===== src/rtl/ptq_pkg.sv =====
// Shared types and constants for the priority task queue.
// No dependencies; used by every rtl file through scoped names.
package ptq_pkg;

    localparam int QUEUE_DEPTH    = 16;
    localparam int PRIORITY_WIDTH = 8;
    localparam int ID_W           = 4;
    localparam int IDX_W          = $clog2(QUEUE_DEPTH);
    localparam int CNT_W          = $clog2(QUEUE_DEPTH + 1);

    typedef enum logic [2:0] {
        OP_INS_PRIO = 3'd0,
        OP_INS_END  = 3'd1,
        OP_DEL_HEAD = 3'd2,
        OP_DEL_TASK = 3'd3,
        OP_PEEK     = 3'd4
    } t_opcode;

    typedef enum logic [1:0] {
        ST_OK        = 2'd0,
        ST_EMPTY     = 2'd1,
        ST_FULL      = 2'd2,
        ST_NOT_FOUND = 2'd3
    } t_status;

    // Broadcast to every cell of the chain.
    typedef struct packed {
        logic                      write;
        logic [2:0]                op;
        logic [ID_W-1:0]           id;
        logic [PRIORITY_WIDTH-1:0] pr;
        logic [CNT_W-1:0]          count;
    } t_cell_ctl;

endpackage


===== src/rtl/ptq_cell.sv =====
// One queue slot: holds an entry, finds its own match, shifts left or right.
// Depends on ptq_pkg.
module ptq_cell (
    input  logic                               i_clk,
    input  ptq_pkg::t_cell_ctl                 i_ctl,
    input  logic [ptq_pkg::IDX_W-1:0]          i_index,
    input  logic [ptq_pkg::ID_W-1:0]           i_left_id,
    input  logic [ptq_pkg::PRIORITY_WIDTH-1:0] i_left_pr,
    input  logic [ptq_pkg::ID_W-1:0]           i_right_id,
    input  logic [ptq_pkg::PRIORITY_WIDTH-1:0] i_right_pr,
    input  logic                               i_found,
    input  logic [ptq_pkg::ID_W-1:0]           i_sel_id,
    input  logic [ptq_pkg::PRIORITY_WIDTH-1:0] i_sel_pr,
    output logic                               o_found,
    output logic [ptq_pkg::ID_W-1:0]           o_sel_id,
    output logic [ptq_pkg::PRIORITY_WIDTH-1:0] o_sel_pr,
    output logic [ptq_pkg::ID_W-1:0]           o_id,
    output logic [ptq_pkg::PRIORITY_WIDTH-1:0] o_pr
);

    logic [ptq_pkg::ID_W-1:0]           r_id;
    logic [ptq_pkg::PRIORITY_WIDTH-1:0] r_pr;
    logic [ptq_pkg::ID_W-1:0]           n_id;
    logic [ptq_pkg::PRIORITY_WIDTH-1:0] n_pr;
    logic                               occ;
    logic                               at_end;
    logic                               hit;
    logic                               first;
    logic                               load;

    assign occ    = ptq_pkg::CNT_W'(i_index) < i_ctl.count;
    assign at_end = ptq_pkg::CNT_W'(i_index) == i_ctl.count;
    assign first  = hit & ~i_found;

    always_comb begin
        case (i_ctl.op)
            ptq_pkg::OP_INS_PRIO: hit = occ & (i_ctl.pr < r_pr);
            ptq_pkg::OP_DEL_HEAD,
            ptq_pkg::OP_PEEK:     hit = occ & (i_index == '0);
            ptq_pkg::OP_DEL_TASK: hit = occ & (i_ctl.id == r_id);
            default:              hit = 1'b0;
        endcase
    end

    assign o_found  = i_found | hit;
    assign o_sel_id = first ? r_id : i_sel_id;
    assign o_sel_pr = first ? r_pr : i_sel_pr;

    always_comb begin
        load = 1'b0;
        n_id = r_id;
        n_pr = r_pr;
        case (i_ctl.op)
            ptq_pkg::OP_INS_PRIO,
            ptq_pkg::OP_INS_END: begin
                if (i_found) begin
                    // entries after the insertion point move one slot up
                    load = i_ctl.write;
                    n_id = i_left_id;
                    n_pr = i_left_pr;
                end else if (first || at_end) begin
                    load = i_ctl.write;
                    n_id = i_ctl.id;
                    n_pr = i_ctl.pr;
                end
            end
            ptq_pkg::OP_DEL_HEAD,
            ptq_pkg::OP_DEL_TASK: begin
                if (o_found) begin
                    load = i_ctl.write;
                    n_id = i_right_id;
                    n_pr = i_right_pr;
                end
            end
            default: load = 1'b0;
        endcase
    end

    always_ff @(posedge i_clk) begin
        if (load) begin
            r_id <= n_id;
            r_pr <= n_pr;
        end
    end

    assign o_id = r_id;
    assign o_pr = r_pr;

endmodule


===== src/rtl/priority_task_queue_core.sv =====
// Priority task queue: a chain of ptq_cell slots with count and result register.
// Depends on ptq_pkg and ptq_cell.
// Output: result registered, valid the cycle after the input transfer.
// Throughput: one operation per cycle while o_in_stall is low; each finishes in
// a single pass through the cell chain (first-match ripple across the slots).
// Reset: synchronous active-low clears the entry count and output valid;
// slot contents are not cleared and are only read below the count.
module priority_task_queue_core (
    input  logic                               i_clk,
    input  logic                               i_rst_n,
    input  logic                               i_in_valid,
    output logic                               o_in_stall,
    input  logic [2:0]                         i_opcode,
    input  logic [ptq_pkg::ID_W-1:0]           i_task_id,
    input  logic [ptq_pkg::PRIORITY_WIDTH-1:0] i_priority_req,
    output logic                               o_out_valid,
    input  logic                               i_out_stall,
    output logic [ptq_pkg::ID_W-1:0]           o_out_task_id,
    output logic [ptq_pkg::PRIORITY_WIDTH-1:0] o_out_priority,
    output logic [1:0]                         o_status,
    output logic [ptq_pkg::CNT_W-1:0]          o_length
);

    localparam int N = ptq_pkg::QUEUE_DEPTH;
    localparam int PW = ptq_pkg::PRIORITY_WIDTH;
    localparam int IW = ptq_pkg::ID_W;
    localparam int CW = ptq_pkg::CNT_W;

    logic                r_out_valid;
    logic [IW-1:0]       r_out_id;
    logic [PW-1:0]       r_out_pr;
    logic [1:0]          r_status;
    logic [CW-1:0]       r_length;
    logic [CW-1:0]       r_count;
    logic [CW-1:0]       n_count;

    logic                accept;
    logic                full;
    logic                empty;
    logic                write;
    logic [IW-1:0]       res_id;
    logic [PW-1:0]       res_pr;
    logic [1:0]          res_st;
    ptq_pkg::t_cell_ctl  ctl;

    logic [IW-1:0] cell_id  [N];
    logic [PW-1:0] cell_pr  [N];
    logic          found    [N+1];
    logic [IW-1:0] sel_id   [N+1];
    logic [PW-1:0] sel_pr   [N+1];

    assign o_in_stall = r_out_valid & i_out_stall;
    assign accept     = i_in_valid & ~o_in_stall;
    assign full       = r_count == CW'(N);
    assign empty      = r_count == '0;

    assign ctl.write = accept & write;
    assign ctl.op    = i_opcode;
    assign ctl.id    = i_task_id;
    assign ctl.pr    = i_priority_req;
    assign ctl.count = r_count;

    assign found[0]  = 1'b0;
    assign sel_id[0] = '0;
    assign sel_pr[0] = '0;

    for (genvar g = 0; g < N; g++) begin : g_cell
        logic [IW-1:0] left_id, right_id;
        logic [PW-1:0] left_pr, right_pr;
        if (g == 0) begin : g_first
            assign left_id = '0;
            assign left_pr = '0;
        end else begin : g_mid
            assign left_id = cell_id[g-1];
            assign left_pr = cell_pr[g-1];
        end
        if (g == N - 1) begin : g_last
            assign right_id = '0;
            assign right_pr = '0;
        end else begin : g_inner
            assign right_id = cell_id[g+1];
            assign right_pr = cell_pr[g+1];
        end
        ptq_cell u_cell (
            .i_clk      (i_clk),
            .i_ctl      (ctl),
            .i_index    (ptq_pkg::IDX_W'(g)),
            .i_left_id  (left_id),
            .i_left_pr  (left_pr),
            .i_right_id (right_id),
            .i_right_pr (right_pr),
            .i_found    (found[g]),
            .i_sel_id   (sel_id[g]),
            .i_sel_pr   (sel_pr[g]),
            .o_found    (found[g+1]),
            .o_sel_id   (sel_id[g+1]),
            .o_sel_pr   (sel_pr[g+1]),
            .o_id       (cell_id[g]),
            .o_pr       (cell_pr[g])
        );
    end

    always_comb begin
        write   = 1'b0;
        res_id  = '0;
        res_pr  = '0;
        res_st  = ptq_pkg::ST_OK;
        n_count = r_count;
        case (ptq_pkg::t_opcode'(i_opcode))
            ptq_pkg::OP_INS_PRIO,
            ptq_pkg::OP_INS_END: begin
                if (full) begin
                    res_st = ptq_pkg::ST_FULL;
                end else begin
                    write   = 1'b1;
                    res_id  = i_task_id;
                    res_pr  = i_priority_req;
                    n_count = r_count + CW'(1);
                end
            end
            ptq_pkg::OP_DEL_HEAD,
            ptq_pkg::OP_PEEK,
            ptq_pkg::OP_DEL_TASK: begin
                if (empty) begin
                    res_st = ptq_pkg::ST_EMPTY;
                end else if (!found[N]) begin
                    res_st = ptq_pkg::ST_NOT_FOUND;
                end else begin
                    res_id = sel_id[N];
                    res_pr = sel_pr[N];
                    if (i_opcode != ptq_pkg::OP_PEEK) begin
                        write   = 1'b1;
                        n_count = r_count - CW'(1);
                    end
                end
            end
            default: write = 1'b0;
        endcase
    end

    always_ff @(posedge i_clk) begin
        if (!i_rst_n) begin
            r_count     <= '0;
            r_out_valid <= 1'b0;
        end else begin
            if (accept) begin
                r_count     <= n_count;
                r_out_valid <= 1'b1;
            end else if (!i_out_stall) begin
                r_out_valid <= 1'b0;
            end
        end
    end

    always_ff @(posedge i_clk) begin
        if (accept) begin
            r_out_id <= res_id;
            r_out_pr <= res_pr;
            r_status <= res_st;
            r_length <= n_count;
        end
    end

    assign o_out_valid    = r_out_valid;
    assign o_out_task_id  = r_out_id;
    assign o_out_priority = r_out_pr;
    assign o_status       = r_status;
    assign o_length       = r_length;

endmodule


===== config.mk =====
export PLATFORM = sky130hd
export DESIGN_NAME = priority_task_queue_core
export DESIGN_NICKNAME = d
export VERILOG_FILES = /design/src/rtl/ptq_pkg.sv /design/src/rtl/ptq_cell.sv /design/src/rtl/priority_task_queue_core.sv
export SDC_FILE = /design/constraint.sdc
export NUM_CORES = 1
export LEC_CHECK = 0
export BUFFER_PORTS_ARGS = -buffer_cell sky130_fd_sc_hd__buf_2
export CAP_MARGIN = 20
export CORE_ASPECT_RATIO = 1.5
export CORE_UTILIZATION = 25
export DETAILED_ROUTE_END_ITERATION = 16
export GPL_ROUTABILITY_DRIVEN = 0
export MAX_ROUTING_LAYER = met4
export PLACE_DENSITY_LB_ADDON = 0.05
export SLEW_MARGIN = 20
export SYNTH_ARGS = -nofsm -noshare
export SYNTH_HDL_FRONTEND = slang
export SYNTH_SLANG_ARGS = --single-unit
export TNS_END_PERCENT = 1

===== constraint.sdc =====
create_clock -name i_clk -period 4.1 [get_ports i_clk]
set_input_delay 0.41 -clock i_clk [delete_from_list [all_inputs] [get_ports i_clk]]
set_output_delay 0.41 -clock i_clk [all_outputs]
set_load 0.01 [all_outputs]

**Word-level counts from Yosys, hierarchy flattened**

Cells that the tools add are included.

- Bits in registers: 217
- Bits of input ports: 19
- Output and inout port bits: 21
- Word-level logic and storage cells: 523

- $add $sub $neg: 2
- Magnitude comparators: 32
- Equal/unequal tests: 70
- Multiplexer cells: 261
- Bitwise logic cells: 81
- Reduce and logical (&&, ||, !) cells: 39

Operator list:

| kind | number |
|---|---|
| 8-bit two-way mux | 66 |
| 8-bit case mux with 2 select lines | 17 |
| 4-bit two-way mux | 66 |
| 4-bit case mux with 2 select lines | 17 |
| 8-bit < comparator | 16 |
| 4-bit == test | 16 |
| 1-bit case mux with 2 select lines | 32 |
| 4-bit AND reduction | 16 |
| 1-bit two-way mux | 53 |
| 1-bit AND | 50 |
| 3-bit by 1-bit inequality test with 1-bit output, second input constant | 15 |
| 4-bit by 5-bit == test with 1-bit output, first input constant | 8 |
| 4-bit by 5-bit < comparator with 1-bit output, first input constant | 8 |
| 2-bit by 1-bit inequality test with 1-bit output, second input constant | 18 |
| 3-bit by 5-bit == test with 1-bit output, first input constant | 4 |
| 3-bit by 5-bit < comparator with 1-bit output, first input constant | 4 |
| 5-bit two-way mux | 4 |
| 1-bit logical OR | 16 |
| 1-bit NOT | 16 |
| 1-bit bitwise OR | 15 |
| 2-bit by 5-bit == test with 1-bit output, first input constant | 2 |
| 1-bit by 5-bit < comparator with 1-bit output, first input constant | 2 |
| 2-bit by 5-bit < comparator with 1-bit output, first input constant | 2 |
| 5-bit case mux with 2 select lines | 1 |
| other kinds (16) | 21 |

**Depth between registers and ports, before layout**

Gate-level depths: netlist (run 1).

- Depth after elaboration: 26
- Gate-level depth with buffers: 15
- Depth with buffers taken out: 12

**Hierarchy**

Synthesis (run 1) repeated with hierarchy kept, for this count alone.

- Cells, all modules: 2069
- Area total of the unflattened synthesis: 20547.2 µm²

Modules (own cells, without submodules):

| module | times used | cells an instance | area each (µm²) | sequential area each (µm²) |
|---|---|---|---|---|
| ptq_cell (g_cell[0].u_cell ...) | 10 | 121 | 1178.6 | 360.3 |
| ptq_cell (g_cell[12].u_cell ...) | 6 | 123 | 1228.7 | 360.3 |
| priority_task_queue_core | 1 | 121 | 1388.8 | 690.7 |

**Worst setup path after synthesis (run 1)**

Ideal clock, no wire load.

- Kind: input -> register
- Start point: input i_priority_req[6] (netlist bit)
- End point: register g_cell[0].u_cell.r_id (netlist bit g_cell[0].u_cell.o_id[0]), enable pin
- Setup time: 0.385 ns
- Arrival time: 3.495 ns
- Required time: 3.715 ns
- Path slack: 0.220 ns
- Stages: 12
- Path buffers: 2
- Path through: ha_1 > and4_1 > a2111oi_2 > o211ai_1 > a21oi_1 > a211oi_1 > nand4_4 > o21ai_1 > a211o_1 > buf_2 > buf_2 > a21oi_1

- Word-level cells in the longest chain between the ends: 25
- Elaborated cells between the ends (all ways): 74
- Those cells by class: 16 x order compare; 2 x eq/ne; 22 x mux; 32 x bitwise; 2 x reduce/logical

Ends and longest elaborated chain:

| element | line | source |
|---|---|---|
| start: declaration | priority_task_queue_core.sv:15 | `input logic [ptq_pkg::PRIORITY_WIDTH-1:0] i_priority_req,` |
| 8-bit < comparator | ptq_cell.sv:37 | `ptq_pkg::OP_INS_PRIO: hit = occ & (i_ctl.pr < r_pr);` |
| 1-bit AND | ptq_cell.sv:37 |  |
| 1-bit case mux with 3 select lines / 1-bit case mux with 2 select lines (equally long branches) | ptq_cell.sv:36 | `case (i_ctl.op)` |
| 1-bit bitwise OR (15 in a row) | ptq_cell.sv:45 | `assign o_found = i_found \| hit;` |
| 1-bit two-way mux | priority_task_queue_core.sv:126 | `end else if (!found[N]) begin` |
| 1-bit two-way mux | priority_task_queue_core.sv:124 | `if (empty) begin` |
| 1-bit case mux with 2 select lines | priority_task_queue_core.sv:109 | `case (ptq_pkg::t_opcode'(i_opcode))` |
| 1-bit AND | priority_task_queue_core.sv:57 | `assign ctl.write = accept & write;` |
| 1-bit two-way mux, on equally long branches | ptq_cell.sv:69, ptq_cell.sv:61 |  |
| 1-bit case mux with 2 select lines | ptq_cell.sv:53 | `case (i_ctl.op)` |
| 4-bit AND reduction (no source line) (*) | n/a |  |
| end signal: assignment | ptq_cell.sv:81 | `r_id <= n_id;` |
| end: declaration | ptq_cell.sv:21 | `logic [ptq_pkg::ID_W-1:0] r_id;` |

Every way passes the cells marked *; elsewhere a longest branch is shown, timed or not.
A chain may end at the register's enable or synchronous reset.

**Worst setup path after layout (run 1)**

- Start point: register r_count[1]
- End point: register r_out_pr[1] (netlist: o_out_priority[1]), data pin

- Word-level cells in the longest chain between the ends: 23
- Elaborated cells between the ends (all ways): 131
- Those cells by class: 16 x order compare; 1 x eq/ne; 36 x mux; 77 x bitwise; 1 x reduce/logical

Ends and longest elaborated chain:

| element | line | source |
|---|---|---|
| start: declaration | priority_task_queue_core.sv:34 | `logic [CW-1:0] r_count;` |
| start signal: assignment | priority_task_queue_core.sv:147 | `r_count <= n_count;` |
| 1-bit by 5-bit < comparator with 1-bit output | ptq_cell.sv:31 | `assign occ = ptq_pkg::CNT_W'(i_index) < i_ctl.count;` |
| 1-bit AND, on equally long branches | ptq_cell.sv:40, ptq_cell.sv:37 |  |
| 1-bit case mux with 3 select lines / 1-bit case mux with 2 select lines (equally long branches) | ptq_cell.sv:36 |  |
| 1-bit NOT / 1-bit bitwise OR (equally long branches) | ptq_cell.sv:33, ptq_cell.sv:45 |  |
| 1-bit AND, or another cell as far along | ptq_cell.sv:33 | `assign first = hit & ~i_found;` |
| 8-bit two-way mux, or another cell as far along (13 in a row) | ptq_cell.sv:47 | `assign o_sel_pr = first ? r_pr : i_sel_pr;` |
| 8-bit two-way mux / 1-bit AND (equally long branches) | ptq_cell.sv:47, ptq_cell.sv:33 |  |
| 8-bit two-way mux | ptq_cell.sv:47 |  |
| 8-bit two-way mux | priority_task_queue_core.sv:126 |  |
| 8-bit two-way mux | priority_task_queue_core.sv:124 |  |
| 8-bit case mux with 2 select lines (*) | priority_task_queue_core.sv:109 |  |
| via res_pr[1] | priority_task_queue_core.sv:42 | `logic [PW-1:0] res_pr;` |
| end signal: assignment | priority_task_queue_core.sv:158 | `r_out_pr <= res_pr;` |
| end: declaration | priority_task_queue_core.sv:31 | `logic [PW-1:0] r_out_pr;` |

Mark *: on every way through the listed nets, which the timed path passes. The rest lies on a longest branch.

==> flow_metrics.env, run 1 <==
export IMPL_crit_fanout=11
export IMPL_vdd_ir_drop_max_mv=0.308
export IMPL_p_seq_share_pct=35.1
export IMPL_synth_enable_flop_cells=211
export IMPL_max_clock_path_buffers=3
export IMPL_synthFlopType="edfxtp_1"
export IMPL_p_comb_share_pct=30.0
export IMPL_critical_path_reg2reg_endpoint="o_out_priority[1]"
export IMPL_totalNegativeSetupSlack_ps=0
export IMPL_tightestPinTransition_ps=1130
export IMPL_area_delta_synth_final_pct=24.5
export IMPL_switching_share_pct=33.3
export IMPL_final_nets=2278
export IMPL_synth_distinct_cells=86
export IMPL_maxClockFrequency_mhz=248
export IMPL_drtAntennaViolNets=0
export IMPL_core_um2=67800
export IMPL_routed_wl_um=84200
export IMPL_min_delay_path_depth=2
export IMPL_endpoint_kind="flip-flop"
export IMPL_worst_ep_required_time_ps=4370
export IMPL_clock_skew_final_ps=45.7
export IMPL_leading_cell_type_by_number_of_instances_after_synthesis="nand2_1"
export IMPL_synth_top_area_share_pct=37.1
export IMPL_globalRoute_totalOverflow=0
export IMPL_grt_start_max_net_pins=186
export IMPL_placedInstanceArea_um2=20300
export IMPL_timing_max_slew_rel_slack_pct=23.9
export IMPL_antenna_found_initial=1
export IMPL_clock_tree_from_tritoncts="built"
export IMPL_outcome="finished clean"
export IMPL_worst_r2r_startpoint="r_count[1]"
export IMPL_via_per_inst=5.13
export IMPL_finalHoldViolations=0
export IMPL_power_clock_fraction_pct=34.8
export IMPL_cts_root_buf="clkbuf_16"
export IMPL_period_minus_slack_ps=4030
export IMPL_worst_hold_startpoint="i_in_valid"
export IMPL_powerDensity_nw_per_um2=359
export IMPL_drt_iter0_markers=1026
export IMPL_cap_violations=0
export IMPL_die_area_um2=69400
export IMPL_drc=0
export IMPL_synthArstFlopShare_pct=0
export IMPL_rsz0062_at_grt="yes"
export IMPL_synth_net_count=2076
export IMPL_worstHoldPathType="in -> reg"
export IMPL_cell_internal_power_w=0.00510
export IMPL_clk_pin_slew_worst_paths_ps=60
export IMPL_worstHoldEndpoint="o_out_valid"
export IMPL_top_area_cells_in_the_synthesized_netlist="edfxtp_1 37%, ha_1 8.6%, mux2i_1 6.7%"
export IMPL_groute_usage_overall_pct=24.9
export IMPL_ys_top_cells_by_count="281 x nand2_1, 211 x edfxtp_1, 188 x o21ai_0"
export IMPL_layout_worst_path_cycle_share_pct=98.2
export IMPL_worst_setup_path_type="reg -> reg"
export IMPL_cts_buffer_count=27
export IMPL_num_antenna_cells=0
export IMPL_dp_hpwl_um=67500
export IMPL_drt_pass1_iter_count=6
export IMPL_yosys_warnings=0
export IMPL_die_height_um=322
export IMPL_start_util_pct=25.2
export IMPL_floorplan_rows=117
export IMPL_h_tree_levels=1
export IMPL_die_width_um=215
export IMPL_drive_above_1_share_pct=18.2
export IMPL_ys_seq_area_share_pct=37.8
export IMPL_startpoint_type="flip-flop"
export IMPL_postSynthCellCount=1940
export IMPL_io_pins=40
export IMPL_finalInstanceArea_um2=21300
export IMPL_num_vias=15700
export IMPL_reg2reg_slack_ps=70
export IMPL_cts_sink_count=217
export IMPL_report_final_setup_viol=0
export IMPL_synth_top_area_cell="edfxtp_1"
export IMPL_via_count_of_the_first_global_routing_pass=16000
export IMPL_postSynthRegisterBits=217
export IMPL_wire_per_inst_um=27.6
export IMPL_timing_critical_path_arrival_ps=4300
export IMPL_syn_avg_cell_area_um2=8.81
export IMPL_leakagePower_nw=8.67
export IMPL_timing_max_transition_violations_final=0
export IMPL_power_switching_w=0.00254
export IMPL_worstRegToRegCells=12
export IMPL_port_buffer_count=39
export IMPL_grt_pass1_wl_um=120000
export IMPL_clk_insertion_delay_late_ps=610
export IMPL_num_fill_cells=7163
export IMPL_mappedNetlistArea_um2=17100
-- cells in the final DEF, fill, tap and decap left out, drive strengths merged, types with 20 or more instances in the layout --
| cell type | count |
|---|---|
| edfxtp | 211 |
| o211ai | 24 |
| a22oi | 22 |
| xor2 | 37 |
| buf | 315 |
| a31oi | 50 |
| nand2b | 20 |
| a211oi | 26 |
| nand3 | 26 |
| ha | 117 |
| a21oi | 104 |
| xnor2 | 31 |
| o21ai | 196 |
| nor2 | 152 |
| nand2 | 281 |
| mux2i | 114 |
| clkbuf | 30 |
| inv | 121 |
| nor3 | 27 |
-- worst max-delay path: stages (launching register included) --
cell       delay, ps
dfxtp_1          450
inv_1            160
ha_1             250
o21ai_0          340
and4_1           420
a41o_1           260
nor2_1           120
buf_12           160
a221oi_1         260
a2bb2oi_1        370
nand4_1          240
o21ai_0          390
nand4_1          290
-- through the flow --
step           setup WS, ps  instances  power [W]  hold WS [ps]  util (%)
2_1_floorplan           220       1940    0.00395           528         -
3_3_place_gp          -1930       3004    0.00503           579      29.9
3_5_place_dp           -689       3005    0.00503           585      29.9
5_1_grt                -138       3054    0.00795           101      31.4
4_1_cts                2.06       3054    0.00772          54.0      31.4
6_report               73.1       3054    0.00765          83.4      31.4
-- layer usage --
metal | GRT usage, % | vias up | wire length, um
li1 | - | 7488 | -
met1 | 24.7 | 7711 | 30600
met2 | 48.9 | 345 | 47300
met3 | 1.51 | 123 | 1930
met4 | 11.5 | 0 | 4360
met5 | - | - | 0
-- cell type report --
type | count | area [um2] | area share, %
Sequential cell | 217 | 6460 | 30.3
Clock buffer | 30 | 687 | 3.23
Inverter | 120 | 450 | 2.12
Timing Repair Buffer | 315 | 2720 | 12.8
Clock inverter | 19 | 245 | 1.15
Tap cell | 892 | 1120 | 5.25
Multi-Input combinational cell | 1461 | 9600 | 45.1
-- timing repair --
action / in CTS / in global routing
setup buffers: 0 / 0
pin swaps: 0 / 1
resized for setup: 4 / 7
setup endpoints to repair: 214 / 205
hold buffers: 0 / 0
gates cloned: 0 / 0
-- sequential cells by signal, summed over array words and instances (netlist names) --
| signal | cells |
|---|---|
| o_status | 2 |
| o_out_valid | 1 |
| o_out_task_id | 4 |
| r_count | 5 |
| g_cell.u_cell.o_pr | 128 |
| g_cell.u_cell.o_id | 64 |
| o_length | 5 |
| o_out_priority | 8 |
-- cell families (layout without fill, tap and decap cells) --
logic type,Yosys count,in the layout,synth area share (%)
mux,114,114,6.68
compound gates,560,560,20.9
buf+inv,262,484,6.57
flops,217,217,37.8
xor+xnor,68,68,3.49
simple gates,602,602,16.0
fa+ha+maj,117,117,8.57
-- power by group through the flow --
stage / Combinational (W) / Sequential [W] / Clock (W)
floorplan: 0.00125 / 0.00270 / 0
global placement: 0.00229 / 0.00274 / 0
detailed placement: 0.00229 / 0.00274 / 0
CTS: 0.00230 / 0.00269 / 0.00273
global route: 0.00247 / 0.00270 / 0.00279
finish: 0.00230 / 0.00269 / 0.00266
-- worst max-delay path by stage --
| stage | from | to | slack (ps) | cells after the start |
|---|---|---|---|---|
| floorplan | i_priority_req[6] | g_cell[0].u_cell.o_id[0] | 220 | 12 |
| global placement | i_priority_req[7] | o_out_priority[6] | -1930 | 16 |
| detailed placement | i_priority_req[7] | o_out_priority[6] | -690 | 17 |
| CTS | r_count[2] | o_out_priority[3] | 2 | 11 |
| global route | g_cell[3].u_cell.o_pr[2] | o_out_priority[1] | -140 | 15 |
| finish | r_count[1] | o_out_priority[1] | 70 | 12 |
(Power assumes the default switching activity.)
==> run 2, diff against run 1 <==
ABC_AREA = 1   (was unset)
==> flow_metrics.env, run 2 <==
export IMPL_routed_wl_um=72700
export IMPL_ff_latch_area_um2=6460
export IMPL_worstHoldEndpoint="o_out_valid"
export IMPL_timing_max_transition_violations_final=0
export IMPL_rsz0062_at_grt="yes"
export IMPL_num_fill_cells=6922
export IMPL_path_common_cell="nand2_1"
export IMPL_num_vias=15300
export IMPL_met1_usage_grt_pct=24.6
export IMPL_synth_distinct_cells=43
export IMPL_finalHoldViolations=0
export IMPL_start_util_pct=25.2
export IMPL_num_antenna_cells=0
export IMPL_postLayoutCoreUtil_pct=30.6
export IMPL_global_route_usage_met2_pct=43.5
export IMPL_multi_input_area_um2=8360
export IMPL_worst_path_buf_inv=5
export IMPL_powerDensity_nw_per_um2=389
export IMPL_critPathTopFamily="simple AND/OR/NAND/NOR gates"
export IMPL_synth_net_count=2145
export IMPL_grt_met3_usage_pct=1.56
export IMPL_die_area_um2=66000
export IMPL_drtAntennaViolNets=0
export IMPL_layout_worst_path_cycle_share_pct=93.8
export IMPL_grt_pass1_wl_um=107000
export IMPL_startpoint_type="flip-flop"
export IMPL_die_width_um=210
export IMPL_max_clock_path_buffers=3
export IMPL_min_delay_path_depth=3
export IMPL_area_delta_synth_final_pct=21.4
export IMPL_cap_violations=0
export IMPL_cp_slowest_stage_delay_ps=470
export IMPL_period_minus_slack_ps=3840
export IMPL_clock_tree_from_tritoncts="built"
export IMPL_top_area_cells_in_the_synthesized_netlist="edfxtp_1 39%, nand2_1 10%, ha_1 9.0%"
export IMPL_worst_r2r_startpoint="g_cell[3].u_cell.o_pr[1]"
export IMPL_wire_per_inst_um=23.7
export IMPL_globalRoute_totalOverflow=0
export IMPL_synthArstFlopShare_pct=0
export IMPL_synthFlopType="edfxtp_1"
export IMPL_grt_start_max_net_pins=141
export IMPL_tightestPinTransition_ps=991
export IMPL_yosys_warnings=0
export IMPL_ys_top_cells_by_count="434 x nand2_1, 253 x inv_1, 211 x edfxtp_1"
export IMPL_drive_above_1_share_pct=14.6
export IMPL_worstRegToRegCells=32
export IMPL_commonest_cells_after_routing_fill_and_taps_aside="434 x nand2_1, 252 x inv_1, 211 x edfxtp_1"
export IMPL_grt_busiest_layer="met2"
export IMPL_vdd_ir_drop_max_mv=0.300
export IMPL_groute_usage_overall_pct=22.7
export IMPL_final_nets=2309
export IMPL_floorplan_rows=114
export IMPL_worst_setup_path_type="reg -> reg"
export IMPL_cts_buffer_count=29
export IMPL_worst_hold_startpoint="i_out_stall"
export IMPL_antenna_found_initial=1
export IMPL_timing_critical_path_arrival_ps=4270
export IMPL_reg2reg_slack_ps=260
export IMPL_cts_root_buf="clkbuf_16"
export IMPL_io_pins=40
export IMPL_h_tree_levels=1
export IMPL_synth_enable_flop_cells=211
export IMPL_outcome="finished clean"
export IMPL_endpoint_kind="flip-flop"
export IMPL_number_of_flip_flops_under_the_largest_register_name=128
export IMPL_synth_top_area_cell="edfxtp_1"
export IMPL_drt_iter0_markers=923
export IMPL_dp_hpwl_um=55700
export IMPL_totalPowerFinal_w=0.00767
export IMPL_postSynthCellCount=2009
export IMPL_drc=0
export IMPL_die_height_um=314
export IMPL_synthAdderAreaFrac_pct=9.02
export IMPL_combinational_family_with_the_most_area_after_synthesis="simple AND/OR/NAND/NOR gates"
export IMPL_syn_avg_cell_area_um2=8.08
export IMPL_placedInstanceArea_um2=18800
export IMPL_postSynthRegisterBits=217
export IMPL_report_final_setup_viol=0
export IMPL_synth_xor_xnor_area_share_pct=3.02
export IMPL_synth_mux_area_share_pct=0
export IMPL_synth_simple_gate_area_share_pct=20.9
export IMPL_via_count_of_the_first_global_routing_pass=15300
export IMPL_cpMaxStageDelayCell="edfxtp_1"
export IMPL_worst_ep_required_time_ps=4530
export IMPL_port_buffer_count=39
export IMPL_leading_cell_type_by_number_of_instances_after_synthesis="nand2_1"
export IMPL_maxClockFrequency_mhz=260
export IMPL_finalInstanceArea_um2=19700
export IMPL_synth_top_area_share_pct=39.0
export IMPL_via_per_inst=5.00
export IMPL_worstHoldPathType="in -> reg"
export IMPL_complex_gate_fraction_of_the_synthesized_area_pct=18.5
export IMPL_mappedNetlistArea_um2=16200
export IMPL_most_common_cell_after_layout_fill_and_taps_aside="nand2_1"
export IMPL_cts_sink_count=217
export IMPL_core_um2=64300
export IMPL_timing_max_slew_rel_slack_pct=33.9
export IMPL_clk_insertion_delay_late_ps=600
export IMPL_ys_seq_area_share_pct=39.8
export IMPL_drt_pass1_iter_count=5
export IMPL_clock_skew_final_ps=17.1
export IMPL_clk_pin_slew_worst_paths_ps=60
export IMPL_critical_path_reg2reg_endpoint="o_out_priority[1]"
export IMPL_leakagePower_nw=8.41
export IMPL_crit_fanout=7
[run 2: area by class of cell]
type	instances	share of cell area, %
Multi-Input combinational cell	1420	42.4
Sequential cell	217	32.7
Timing Repair Buffer	245	9.98
Tap cell	870	5.52
Inverter	260	4.96
Clock buffer	33	3.76
Clock inverter	20	0.609
[run 2: tightest hold or removal path, stage by stage]
cell	delay (ps)
buf_2	100
nand2_1	70
a21oi_1	60
[run 2: worst max path at each step]
stage / slack (ps) / depth (start not counted) / start / end
CTS: 130 / 24 / g_cell[3].u_cell.o_pr[1] / g_cell[15].u_cell.o_pr[3]
finish: 260 / 32 / g_cell[3].u_cell.o_pr[1] / o_out_priority[1]
detailed placement: -90 / 20 / i_priority_req[1] / g_cell[14].u_cell.o_pr[0]
global route: -8 / 29 / g_cell[4].u_cell.o_pr[3] / o_out_priority[1]
global placement: -130 / 20 / i_priority_req[1] / g_cell[14].u_cell.o_pr[0]
floorplan: 310 / 20 / i_priority_req[7] / g_cell[15].u_cell.o_id[0]
[run 2: logic make-up (layout without fill, tap and decap cells)]
group | Yosys count | count (layout)
xor+xnor | 56 | 56
simple gates | 767 | 767
compound gates | 480 | 480
fa+ha+maj | 117 | 117
buf+inv | 372 | 558
flops | 217 | 217
[run 2: per-layer routing]
| layer | vias up | routed length [um] | share of wire [%] |
|---|---|---|---|
| met5 | - | 0 | 0 |
| met4 | 0 | 2230 | 3.1 |
| met3 | 76 | 2080 | 2.9 |
| met2 | 348 | 40400 | 56 |
| met1 | 7479 | 28000 | 38 |
| li1 | 7410 | - | - |
[run 2: power by group]
group | internal (W) | switching [W]
Sequential | 0.00271 | 0.000112
Clock | 0.00135 | 0.00112
Combinational | 0.000823 | 0.00156
[run 2: repair_timing]
item                                    in CTS  in global routing
hold buffers                                 0                  0
hold endpoints to repair                     0                  0
endpoints found under the setup margin       0                 20
gates resized for setup                      0                  4
setup buffers                                0                  2
[run 2: metrics by stage]
step | cells | setup TNS, ps | hold WS (ps) | setup WS [ps]
floorplan | 2009 | 0 | 498 | 310
global placement | 3010 | -10360 | 466 | -132
detailed placement | 3010 | -5060 | 474 | -90.0
CTS | 3063 | 0 | 68.4 | 130
global route | 3065 | -7.88 | 99.6 | -7.88
finish | 3065 | 0 | 101 | 256
